**config.mk**
```make
export PLATFORM = sky130hd
export DESIGN_NAME = c_source_tokenizer_unit
export DESIGN_NICKNAME = d
export VERILOG_FILES = /design/src/ctok_pkg.sv /design/src/c_source_tokenizer_unit.sv /design/src/ctok_front.sv /design/src/ctok_back.sv /design/src/ctok_out_queue.sv
export SDC_FILE = /design/constraint.sdc
export NUM_CORES = 1
export LEC_CHECK = 0
export ABC_AREA = 1
export BUFFER_PORTS_ARGS = -buffer_cell sky130_fd_sc_hd__clkbuf_2
export CORE_ASPECT_RATIO = 1.5
export CORE_MARGIN = 3
export CORE_UTILIZATION = 45
export CTS_CLUSTER_DIAMETER = 200
export DETAILED_ROUTE_END_ITERATION = 10
export PLACE_DENSITY_LB_ADDON = 0.3
export SYNTH_ARGS = -nofsm -noshare
export SYNTH_HDL_FRONTEND = slang
export SYNTH_SLANG_ARGS = --single-unit
```
**constraint.sdc**
```tcl
create_clock -name clk -period 3.45 [get_ports clk]
set_clock_uncertainty 0.1 [all_clocks]
set_input_delay 0.69 -clock clk [delete_from_list [all_inputs] [get_ports clk]]
set_output_delay 0.69 -clock clk [all_outputs]
set_load 0.02 [all_outputs]
```
**src/ctok_pkg.sv**
```systemverilog
// ----------------------------------------------------------------------------
// ctok_pkg
// Shared types, codes and helper functions of the C source tokenizer.
// ----------------------------------------------------------------------------
package ctok_pkg;

  localparam int LENGTH_BITS    = 16;
  localparam int QUEUE_DEPTH    = 4;
  localparam int QUEUE_PTR_BITS = $clog2(QUEUE_DEPTH);
  localparam int OUT_LEN_BITS   = 16;

  typedef logic [LENGTH_BITS-1:0] run_t;

  localparam run_t RUN_MAX = {LENGTH_BITS{1'b1}};

  typedef enum logic [1:0] {
    MODE_IDLE,
    MODE_DETECT,
    MODE_SLASH,
    MODE_ERROR
  } mode_t;

  typedef enum logic [3:0] {
    KIND_MACRO  = 4'd0,
    KIND_STRING = 4'd1,
    KIND_CHAR   = 4'd2,
    KIND_IDENT  = 4'd3,
    KIND_DIGITS = 4'd4,
    KIND_BLANKS = 4'd5,
    KIND_LF     = 4'd6,
    KIND_CR     = 4'd7,
    KIND_SYMBOL = 4'd8,
    KIND_LINE   = 4'd9,
    KIND_BLOCK  = 4'd10
  } kind_t;

  typedef enum logic [2:0] {
    ST_TOKEN     = 3'd0,
    ST_UNKNOWN   = 3'd1,
    ST_MACRO_ESC = 3'd2,
    ST_STRING    = 3'd3,
    ST_CHAR      = 3'd4,
    ST_COMMENT   = 3'd5
  } status_t;

  // byte classes as the scanner needs them
  typedef enum logic [3:0] {
    CLS_LF,
    CLS_CR,
    CLS_HASH,
    CLS_DQUOTE,
    CLS_SQUOTE,
    CLS_SLASH,
    CLS_STAR,
    CLS_BSLASH,
    CLS_SYMBOL,
    CLS_IDENT,
    CLS_BLANK,
    CLS_DIGIT,
    CLS_OTHER,
    CLS_END
  } class_t;

  typedef struct packed {
    logic   valid;
    class_t cls;
  } head_t;

  typedef struct packed {
    kind_t                   kind;
    logic [OUT_LEN_BITS-1:0] length;
    status_t                 status;
    logic                    last;
  } result_t;

  typedef struct packed {
    logic [1:0] count;
    result_t    first;
    result_t    second;
  } push_t;

  function automatic class_t classify(input logic [7:0] b, input logic eoi);
    class_t c;
    c = CLS_OTHER;
    if (eoi) begin
      c = CLS_END;
    end else begin
      case (b)
        8'h0A: c = CLS_LF;
        8'h0D: c = CLS_CR;
        8'h23: c = CLS_HASH;
        8'h22: c = CLS_DQUOTE;
        8'h27: c = CLS_SQUOTE;
        8'h2F: c = CLS_SLASH;
        8'h2A: c = CLS_STAR;
        8'h5C: c = CLS_BSLASH;
        8'h20, 8'h09: c = CLS_BLANK;
        8'h5F: c = CLS_IDENT;
        // nul and : . ; , ( ) { } [ ] < > = - + | & ^ % ! ? ~
        8'h00, 8'h3A, 8'h2E, 8'h3B, 8'h2C, 8'h28, 8'h29, 8'h7B, 8'h7D,
        8'h5B, 8'h5D, 8'h3C, 8'h3E, 8'h3D, 8'h2D, 8'h2B, 8'h7C, 8'h26,
        8'h5E, 8'h25, 8'h21, 8'h3F, 8'h7E: c = CLS_SYMBOL;
        default: begin
          if ((b >= 8'h61 && b <= 8'h7A) || (b >= 8'h41 && b <= 8'h5A)) begin
            c = CLS_IDENT;
          end else if (b >= 8'h30 && b <= 8'h39) begin
            c = CLS_DIGIT;
          end else begin
            c = CLS_OTHER;
          end
        end
      endcase
    end
    return c;
  endfunction

  function automatic logic [OUT_LEN_BITS-1:0] sat_len(input run_t v);
    logic [31:0] w;
    w = 32'(v);
    if (w > 32'd65535) begin
      return {OUT_LEN_BITS{1'b1}};
    end
    return w[OUT_LEN_BITS-1:0];
  endfunction

endpackage

```
**src/c_source_tokenizer_unit.sv**
```systemverilog
// ----------------------------------------------------------------------------
// c_source_tokenizer_unit
// Cuts a C source byte stream into tokens with kind, length and status.
// ----------------------------------------------------------------------------
// Input channel: one source byte per item, or an end flag that flushes the
// pending token. Output channel: one result per item on the output side;
// a byte may give zero, one or two results, and last_of_run marks the final
// result of an input item.
// Throughput: one byte per cycle while the result queue has room for a pair
// of results. A byte that gives two results hands them out one after the
// other, so a long run of such bytes is bounded by the output port.
// A byte waits in the four-entry byte queue and its results are registered
// in the result queue, which drives the output.
// The scanner only takes a byte when the result queue can hold two results.
// When the receiver stalls, results wait in the four-entry result queue and
// the byte queue fills behind it; in_stall rises when the byte queue is full.
// After an unknown byte or an unclosed construct at end of input the block
// gives one error result and then stays silent until reset.
// Reset (synchronous) empties both queues and returns the scanner to idle.
// ----------------------------------------------------------------------------
module c_source_tokenizer_unit (
  input  logic        clk,
  input  logic        rst,
  input  logic        in_valid,
  output logic        in_stall,
  input  logic [7:0]  source_byte,
  input  logic        end_of_input,
  output logic        out_valid,
  input  logic        out_stall,
  output logic [3:0]  token_kind,
  output logic [15:0] token_length,
  output logic [2:0]  status,
  output logic        last_of_run
);
  import ctok_pkg::*;

  head_t head;
  push_t push;
  logic  pop;
  logic  room;

  ctok_front u_front (
    .clk          (clk),
    .rst          (rst),
    .in_valid     (in_valid),
    .in_stall     (in_stall),
    .source_byte  (source_byte),
    .end_of_input (end_of_input),
    .pop          (pop),
    .head         (head)
  );

  ctok_back u_back (
    .clk  (clk),
    .rst  (rst),
    .head (head),
    .room (room),
    .pop  (pop),
    .push (push)
  );

  ctok_out_queue u_out (
    .clk          (clk),
    .rst          (rst),
    .push         (push),
    .room         (room),
    .out_valid    (out_valid),
    .out_stall    (out_stall),
    .token_kind   (token_kind),
    .token_length (token_length),
    .status       (status),
    .last_of_run  (last_of_run)
  );

endmodule

```
**src/ctok_front.sv**
```systemverilog
// ----------------------------------------------------------------------------
// ctok_front
// Accepts source bytes, classifies them and holds them in a short queue.
// ----------------------------------------------------------------------------
module ctok_front (
  input  logic           clk,
  input  logic           rst,
  input  logic           in_valid,
  output logic           in_stall,
  input  logic [7:0]     source_byte,
  input  logic           end_of_input,
  input  logic           pop,
  output ctok_pkg::head_t head
);
  import ctok_pkg::*;

  class_t                  mem [QUEUE_DEPTH];
  logic [QUEUE_PTR_BITS-1:0] wr_ptr;
  logic [QUEUE_PTR_BITS-1:0] rd_ptr;
  logic [QUEUE_PTR_BITS:0]   count;
  logic                      push;
  logic                      do_pop;

  assign in_stall = (count == (QUEUE_PTR_BITS+1)'(QUEUE_DEPTH));
  assign push     = in_valid && !in_stall;
  assign do_pop   = pop && head.valid;

  assign head.valid = (count != '0);
  assign head.cls   = mem[rd_ptr];

  always_ff @(posedge clk) begin
    if (push) begin
      mem[wr_ptr] <= classify(source_byte, end_of_input);
    end
  end

  always_ff @(posedge clk) begin
    if (rst) begin
      wr_ptr <= '0;
      rd_ptr <= '0;
      count  <= '0;
    end else begin
      if (push) begin
        wr_ptr <= wr_ptr + 1'b1;
      end
      if (do_pop) begin
        rd_ptr <= rd_ptr + 1'b1;
      end
      count <= count + (QUEUE_PTR_BITS+1)'(push) - (QUEUE_PTR_BITS+1)'(do_pop);
    end
  end

endmodule

```
**src/ctok_back.sv**
```systemverilog
// ----------------------------------------------------------------------------
// ctok_back
// Token scanner: takes classified bytes and produces up to two results each.
// ----------------------------------------------------------------------------
module ctok_back (
  input  logic            clk,
  input  logic            rst,
  input  ctok_pkg::head_t head,
  input  logic            room,
  output logic            pop,
  output ctok_pkg::push_t push
);
  import ctok_pkg::*;

  mode_t  mode, mode_next;
  kind_t  kind, kind_next;
  logic   esc, esc_next;
  run_t   run, run_next;
  logic   prev_star, prev_star_next;

  logic                    a_v, b_v, do_idle, closing;
  kind_t                   a_kind, b_kind;
  logic [OUT_LEN_BITS-1:0] a_len, b_len;
  status_t                 a_st, b_st;
  run_t                    grown;
  class_t                  cls;

  assign pop = head.valid && room;
  assign cls = head.cls;

  always_ff @(posedge clk) begin
    if (rst) begin
      mode      <= MODE_IDLE;
      kind      <= KIND_MACRO;
      esc       <= 1'b0;
      run       <= '0;
      prev_star <= 1'b0;
    end else if (pop) begin
      mode      <= mode_next;
      kind      <= kind_next;
      esc       <= esc_next;
      run       <= run_next;
      prev_star <= prev_star_next;
    end
  end

  always_comb begin
    mode_next      = mode;
    kind_next      = kind;
    esc_next       = esc;
    run_next       = run;
    prev_star_next = prev_star;
    a_v     = 1'b0;
    a_kind  = kind;
    a_len   = sat_len(run);
    a_st    = ST_TOKEN;
    b_v     = 1'b0;
    b_kind  = KIND_LF;
    b_len   = OUT_LEN_BITS'(1);
    b_st    = ST_TOKEN;
    do_idle = 1'b0;
    closing = 1'b0;
    grown   = (run == RUN_MAX) ? run : run + 1'b1;

    if (mode != MODE_ERROR) begin
      if (cls == CLS_END) begin
        mode_next = MODE_IDLE;
        case (mode)
          MODE_SLASH: begin
            a_v    = 1'b1;
            a_kind = KIND_SYMBOL;
            a_len  = OUT_LEN_BITS'(1);
          end
          MODE_DETECT: begin
            a_v = 1'b1;
            if (kind == KIND_MACRO && esc) begin
              a_st = ST_MACRO_ESC;
            end else if (kind == KIND_STRING) begin
              a_st = ST_STRING;
            end else if (kind == KIND_CHAR) begin
              a_st = ST_CHAR;
            end else if (kind == KIND_BLOCK) begin
              a_st = ST_COMMENT;
            end
            if (a_st != ST_TOKEN) begin
              mode_next = MODE_ERROR;
            end
          end
          default: ;
        endcase
      end else begin
        prev_star_next = (cls == CLS_STAR);
        case (mode)
          MODE_SLASH: begin
            if (cls == CLS_SLASH || cls == CLS_STAR) begin
              mode_next = MODE_DETECT;
              kind_next = (cls == CLS_SLASH) ? KIND_LINE : KIND_BLOCK;
              esc_next  = 1'b0;
              run_next  = run_t'(2);
            end else begin
              a_v       = 1'b1;
              a_kind    = KIND_SYMBOL;
              a_len     = OUT_LEN_BITS'(1);
              mode_next = MODE_IDLE;
              do_idle   = 1'b1;
            end
          end
          MODE_DETECT: begin
            case (kind)
              KIND_MACRO: begin
                if (cls == CLS_LF && !esc) begin
                  a_v       = 1'b1;
                  mode_next = MODE_IDLE;
                  do_idle   = 1'b1;
                end else begin
                  if (cls == CLS_LF) begin
                    esc_next = 1'b0;
                  end else if (cls == CLS_BSLASH) begin
                    esc_next = !esc;
                  end
                  run_next = grown;
                end
              end
              KIND_STRING, KIND_CHAR: begin
                run_next = grown;
                if (!esc && ((kind == KIND_STRING && cls == CLS_DQUOTE) ||
                             (kind == KIND_CHAR && cls == CLS_SQUOTE))) begin
                  a_v       = 1'b1;
                  a_len     = sat_len(grown);
                  mode_next = MODE_IDLE;
                end else if (cls == CLS_BSLASH) begin
                  esc_next = !esc;
                end else begin
                  esc_next = 1'b0;
                end
              end
              KIND_BLOCK: begin
                // closes on a slash right after a star, never on the opening pair
                closing  = prev_star && (cls == CLS_SLASH) && (run >= run_t'(3));
                run_next = grown;
                if (closing) begin
                  a_v       = 1'b1;
                  a_len     = sat_len(grown);
                  mode_next = MODE_IDLE;
                end
              end
              default: begin
                if ((kind == KIND_IDENT  && cls == CLS_IDENT) ||
                    (kind == KIND_BLANKS && cls == CLS_BLANK) ||
                    (kind == KIND_DIGITS && cls == CLS_DIGIT) ||
                    (kind != KIND_IDENT && kind != KIND_BLANKS &&
                     kind != KIND_DIGITS && cls != CLS_LF)) begin
                  run_next = grown;
                end else begin
                  a_v       = 1'b1;
                  mode_next = MODE_IDLE;
                  do_idle   = 1'b1;
                end
              end
            endcase
          end
          default: begin
            do_idle = 1'b1;
          end
        endcase

        // the byte starts a new token
        if (do_idle) begin
          case (cls)
            CLS_LF: begin
              b_v    = 1'b1;
              b_kind = KIND_LF;
            end
            CLS_CR: begin
              b_v    = 1'b1;
              b_kind = KIND_CR;
            end
            CLS_SYMBOL, CLS_STAR: begin
              b_v    = 1'b1;
              b_kind = KIND_SYMBOL;
            end
            CLS_SLASH: begin
              mode_next = MODE_SLASH;
              run_next  = run_t'(1);
            end
            CLS_HASH, CLS_DQUOTE, CLS_SQUOTE, CLS_IDENT, CLS_BLANK, CLS_DIGIT: begin
              mode_next = MODE_DETECT;
              esc_next  = 1'b0;
              run_next  = run_t'(1);
              case (cls)
                CLS_HASH:   kind_next = KIND_MACRO;
                CLS_DQUOTE: kind_next = KIND_STRING;
                CLS_SQUOTE: kind_next = KIND_CHAR;
                CLS_IDENT:  kind_next = KIND_IDENT;
                CLS_BLANK:  kind_next = KIND_BLANKS;
                default:    kind_next = KIND_DIGITS;
              endcase
            end
            default: begin
              b_v       = 1'b1;
              b_kind    = KIND_MACRO;
              b_len     = '0;
              b_st      = ST_UNKNOWN;
              mode_next = MODE_ERROR;
            end
          endcase
        end
      end
    end
  end

  // results in order: flushed token first, then the one the byte makes
  always_comb begin
    push.count         = {a_v && b_v, a_v ^ b_v};
    push.second.kind   = b_kind;
    push.second.length = b_len;
    push.second.status = b_st;
    push.second.last   = 1'b1;
    if (a_v) begin
      push.first.kind   = a_kind;
      push.first.length = a_len;
      push.first.status = a_st;
      push.first.last   = !b_v;
    end else begin
      push.first = push.second;
    end
    if (!pop) begin
      push.count = 2'd0;
    end
  end

endmodule

```
**src/ctok_out_queue.sv**
```systemverilog
// ----------------------------------------------------------------------------
// ctok_out_queue
// Result queue: takes up to two results a cycle, hands out one a cycle when not stalled.
// ----------------------------------------------------------------------------
module ctok_out_queue (
  input  logic            clk,
  input  logic            rst,
  input  ctok_pkg::push_t push,
  output logic            room,
  output logic            out_valid,
  input  logic            out_stall,
  output logic [3:0]      token_kind,
  output logic [15:0]     token_length,
  output logic [2:0]      status,
  output logic            last_of_run
);
  import ctok_pkg::*;

  result_t                   mem [QUEUE_DEPTH];
  logic [QUEUE_PTR_BITS-1:0] wr_ptr;
  logic [QUEUE_PTR_BITS-1:0] rd_ptr;
  logic [QUEUE_PTR_BITS:0]   count;
  logic                      pop;
  result_t                   head;

  // room for a full pair of results
  assign room      = (count <= (QUEUE_PTR_BITS+1)'(QUEUE_DEPTH - 2));
  assign out_valid = (count != '0);
  assign pop       = out_valid && !out_stall;

  assign head         = mem[rd_ptr];
  assign token_kind   = head.kind;
  assign token_length = head.length;
  assign status       = head.status;
  assign last_of_run  = head.last;

  always_ff @(posedge clk) begin
    if (push.count != 2'd0) begin
      mem[wr_ptr] <= push.first;
    end
    if (push.count == 2'd2) begin
      mem[wr_ptr + 1'b1] <= push.second;
    end
  end

  always_ff @(posedge clk) begin
    if (rst) begin
      wr_ptr <= '0;
      rd_ptr <= '0;
      count  <= '0;
    end else begin
      wr_ptr <= wr_ptr + QUEUE_PTR_BITS'(push.count);
      if (pop) begin
        rd_ptr <= rd_ptr + 1'b1;
      end
      count <= count + (QUEUE_PTR_BITS+1)'(push.count) - (QUEUE_PTR_BITS+1)'(pop);
    end
  end

endmodule

```
==> impl_metrics.yaml <==
outcome:
  status: "finished, final reports clean"
global_route:
  grt-ovfl-total: 0
  grt_pass1_vias: 8902
  grt_usage_pct: 24.4
  antenna_found_initial: 0
  grt_max_degree: 49
  grt_pass1_wl_um: 43100
routing:
  via_per_inst: 5.46
  wl_um: 27400
  wire_per_inst_um: 16.0
  first_iter_violations: 823
  final_antenna_net_count: 0
  drc: 0
  vias: 9343
  dr.pass1.iters: 6
setup_path:
  path_max_fanout: 6
  slowest_stage: "dfxtp_4"
  path_buf_inv: 11
  crit_path_frequent_cell: "nand2_1"
  crit_required_ns: 3.73
  critPathMaxStageDelay_ns: 0.36
  start_kind: "flop"
  critPathArrivalTime_ns: 3.68
  crit_family: "simple AND/OR/NAND/NOR gates"
  crit_type: "reg2reg"
  worstSetupEndpointType: "flop"
sta:
  finalHoldViolations: 0
  grt_setup_unrepaired: "yes"
  setup_slack_ns: 0.0485
  maxClockFrequency_ghz: 0.294
  slew_viol_final: 0
  worst_slew_pin_slew_ns: 0.683
  max_slew_margin_pct: 54.4
  fin_crit_sh_pct: 98.6
  setup_viol: 0
  fin_crit_ns: 3.40
pwr:
  worst_ir_drop_vdd_uv: 413
  power.total_mw: 10.2
  leakagePower_nw: 4.84
  power_density_mw_per_mm2: 911
synthesis:
  synth-seq-area-share_pct: 38.4
  ys_warn_count: 0
  synth_common_cells: "nand2_1 (396), nor2_1 (147), o21ai_0 (125), inv_1 (119), dfxtp_1 (114)"
  synth-simple-area-share_pct: 33.4
  synth_area_leader_cell: "dfxtp_1"
  ys_ff_latch: 154
  synth_compound_area_share_pct: 16.7
  netlist_instances: 1340
  yosysMostFrequentCell: "nand2_1"
  netlist.area_leader.share_pct: 25.2
  synth_top_family_by_area: "simple AND/OR/NAND/NOR gates"
  synthAdderAreaFrac_pct: 2.37
  synth_area_mm2: 0.00907
  synth-xor-area-share_pct: 0.966
  synth.area.top_cells: "dfxtp_1 (25%), nand2_1 (16%), edfxtp_1 (13%)"
  syn-num-nets: 1369
  synth_edf_count: 40
  ys_async_sr_fraction_pct: 0
  synthFlopType: "dfxtp_1"
  synthMuxAreaShare_pct: 0
  netlist-cell-type-count: 47
  avgSynthCellArea_um2: 6.77
cts:
  numClockSinks: 154
  clock_path_buffers: 2
  clkLatencyLatePin_ns: 0.44
  cts_root_buf: "clkbuf_16"
  cts_buffers: 17
  cts.htree.levels: 4
  clk_pin_slew_ns: 0.06
  cts_tree: "done"
placement:
  io_buffers: 38
  dp_slack_ns: -0.0336
  post-dp-hpwl_um: 19200
  place_congestion: 0.986
final_layout:
  insertedDiodeCount: 0
  nNetsFinal: 1467
  syn2layout_area_growth_pct: 23.3
  fillCellCount: 1839
  drive_gt1_share_pct: 21.5
run:
  maxCapViolCount: 0
floorplanning:
  dieArea_mm2: 0.0219
  die_h_um: 180
  ios: 39
  core_area_mm2: 0.0198
  die_w_um: 122
  start_util_pct: 45.8
  row_count: 63
worst_hold_path:
  hp-class: "reg2reg"
==> sequential cells by signal (all words and copies together), names as in the netlist, 3 cells and up, named ones only <==
signal / flops
u_out.mem: 96
u_back.run: 16
u_front.mem: 16
u_back.kind: 4
u_front.count: 3
u_out.count: 3
==> metal layers <==
metal	vias to the layer above	wire, um	track usage, %
met3	114	1340	4.09
met2	352	14300	43.2
met4	0	1430	14.5
met1	4268	10300	26.9
met5	-	0	0
li1	4609	-	-
==> path summary, 6_finish.rpt <==
check	slack (ns)	start	to	depth (start not counted)
setup / recovery	0.05	flop	u_out.mem[0][19]	28
hold / removal	0.35	u_out.mem[1][11]	u_out.mem[1][11]	2
setup reg to reg	0.05	flop	u_out.mem[0][19]	28
hold reg to reg	0.35	u_out.mem[1][11]	u_out.mem[1][11]	2
==> timing repair <==
action / 4_1_cts / 5_1_grt
gates cloned: 0 / 4
pin swaps: 0 / 38
hold buffers: 0 / 0
gates resized for setup: 4 / 138
setup endpoints to repair: 24 / 121
endpoints found under the hold margin: 0 / 0
buffers inserted: 0 / 14
==> cell families (layout without fill, tap and decap cells) <==
family,count (synthesis),after routing
simple gates,698,698
compound gates,278,278
buf+inv,184,295
flops,154,154
fa+ha+maj,16,16
xor+xnor,10,10
==> power by group <==
part	switching (mW)	total, mW	internal (mW)	leakage, nW
sequential	0.177	2.35	2.17	1.27
clock	0.811	1.84	1.03	0.282
combinational	3.95	6.01	2.05	3.29
==> layout make-up <==
class | instances | area, um2 | share of cell area [%]
Multi-Input combinational cell | 1002 | 5290 | 47.3
Tap cell | 260 | 325 | 2.91
Clock buffer | 18 | 439 | 3.93
Timing Repair Buffer | 132 | 976 | 8.73
Inverter | 130 | 514 | 4.60
Clock inverter | 14 | 138 | 1.23
Sequential cell | 154 | 3490 | 31.2
Timing Repair inverter | 1 | 11.3 | 0.101
==> metrics by stage <==
step / instance area, um2 / util, % / instances / hold slack (ns) / TNS [ns]
2_1_floorplan: 9070 / - / 1340 / 0.321 / -0.115
3_3_place_gp: 9950 / 50.3 / 1661 / 0.331 / -0.0134
3_5_place_dp: 9950 / 50.3 / 1661 / 0.334 / -0.0575
4_1_cts: 10500 / 53.3 / 1693 / 0.350 / 0
5_1_grt: 11200 / 56.5 / 1711 / 0.368 / -8.37
6_report: 11200 / 56.5 / 1711 / 0.348 / 0
==> tightest hold or removal path: cells and delay by family, from the launching register on <==
family	cells	cell delay, ns
flops	1	0.31
simple gates	2	0.10
==> cell usage in the layout, fill, tap and decap left out, types with 38 or more instances in the layout <==
| cell | n |
|---|---|
| dfxtp_1 | 112 |
| nor2_1 | 132 |
| a21oi_1 | 81 |
| o21ai_0 | 124 |
| nand3_1 | 56 |
| clkbuf_2 | 38 |
| nand2_1 | 353 |
| nand2_2 | 42 |
| edfxtp_1 | 40 |
| buf_4 | 82 |
| inv_1 | 112 |
No activity file was read; power rests on OpenSTA's default activity.
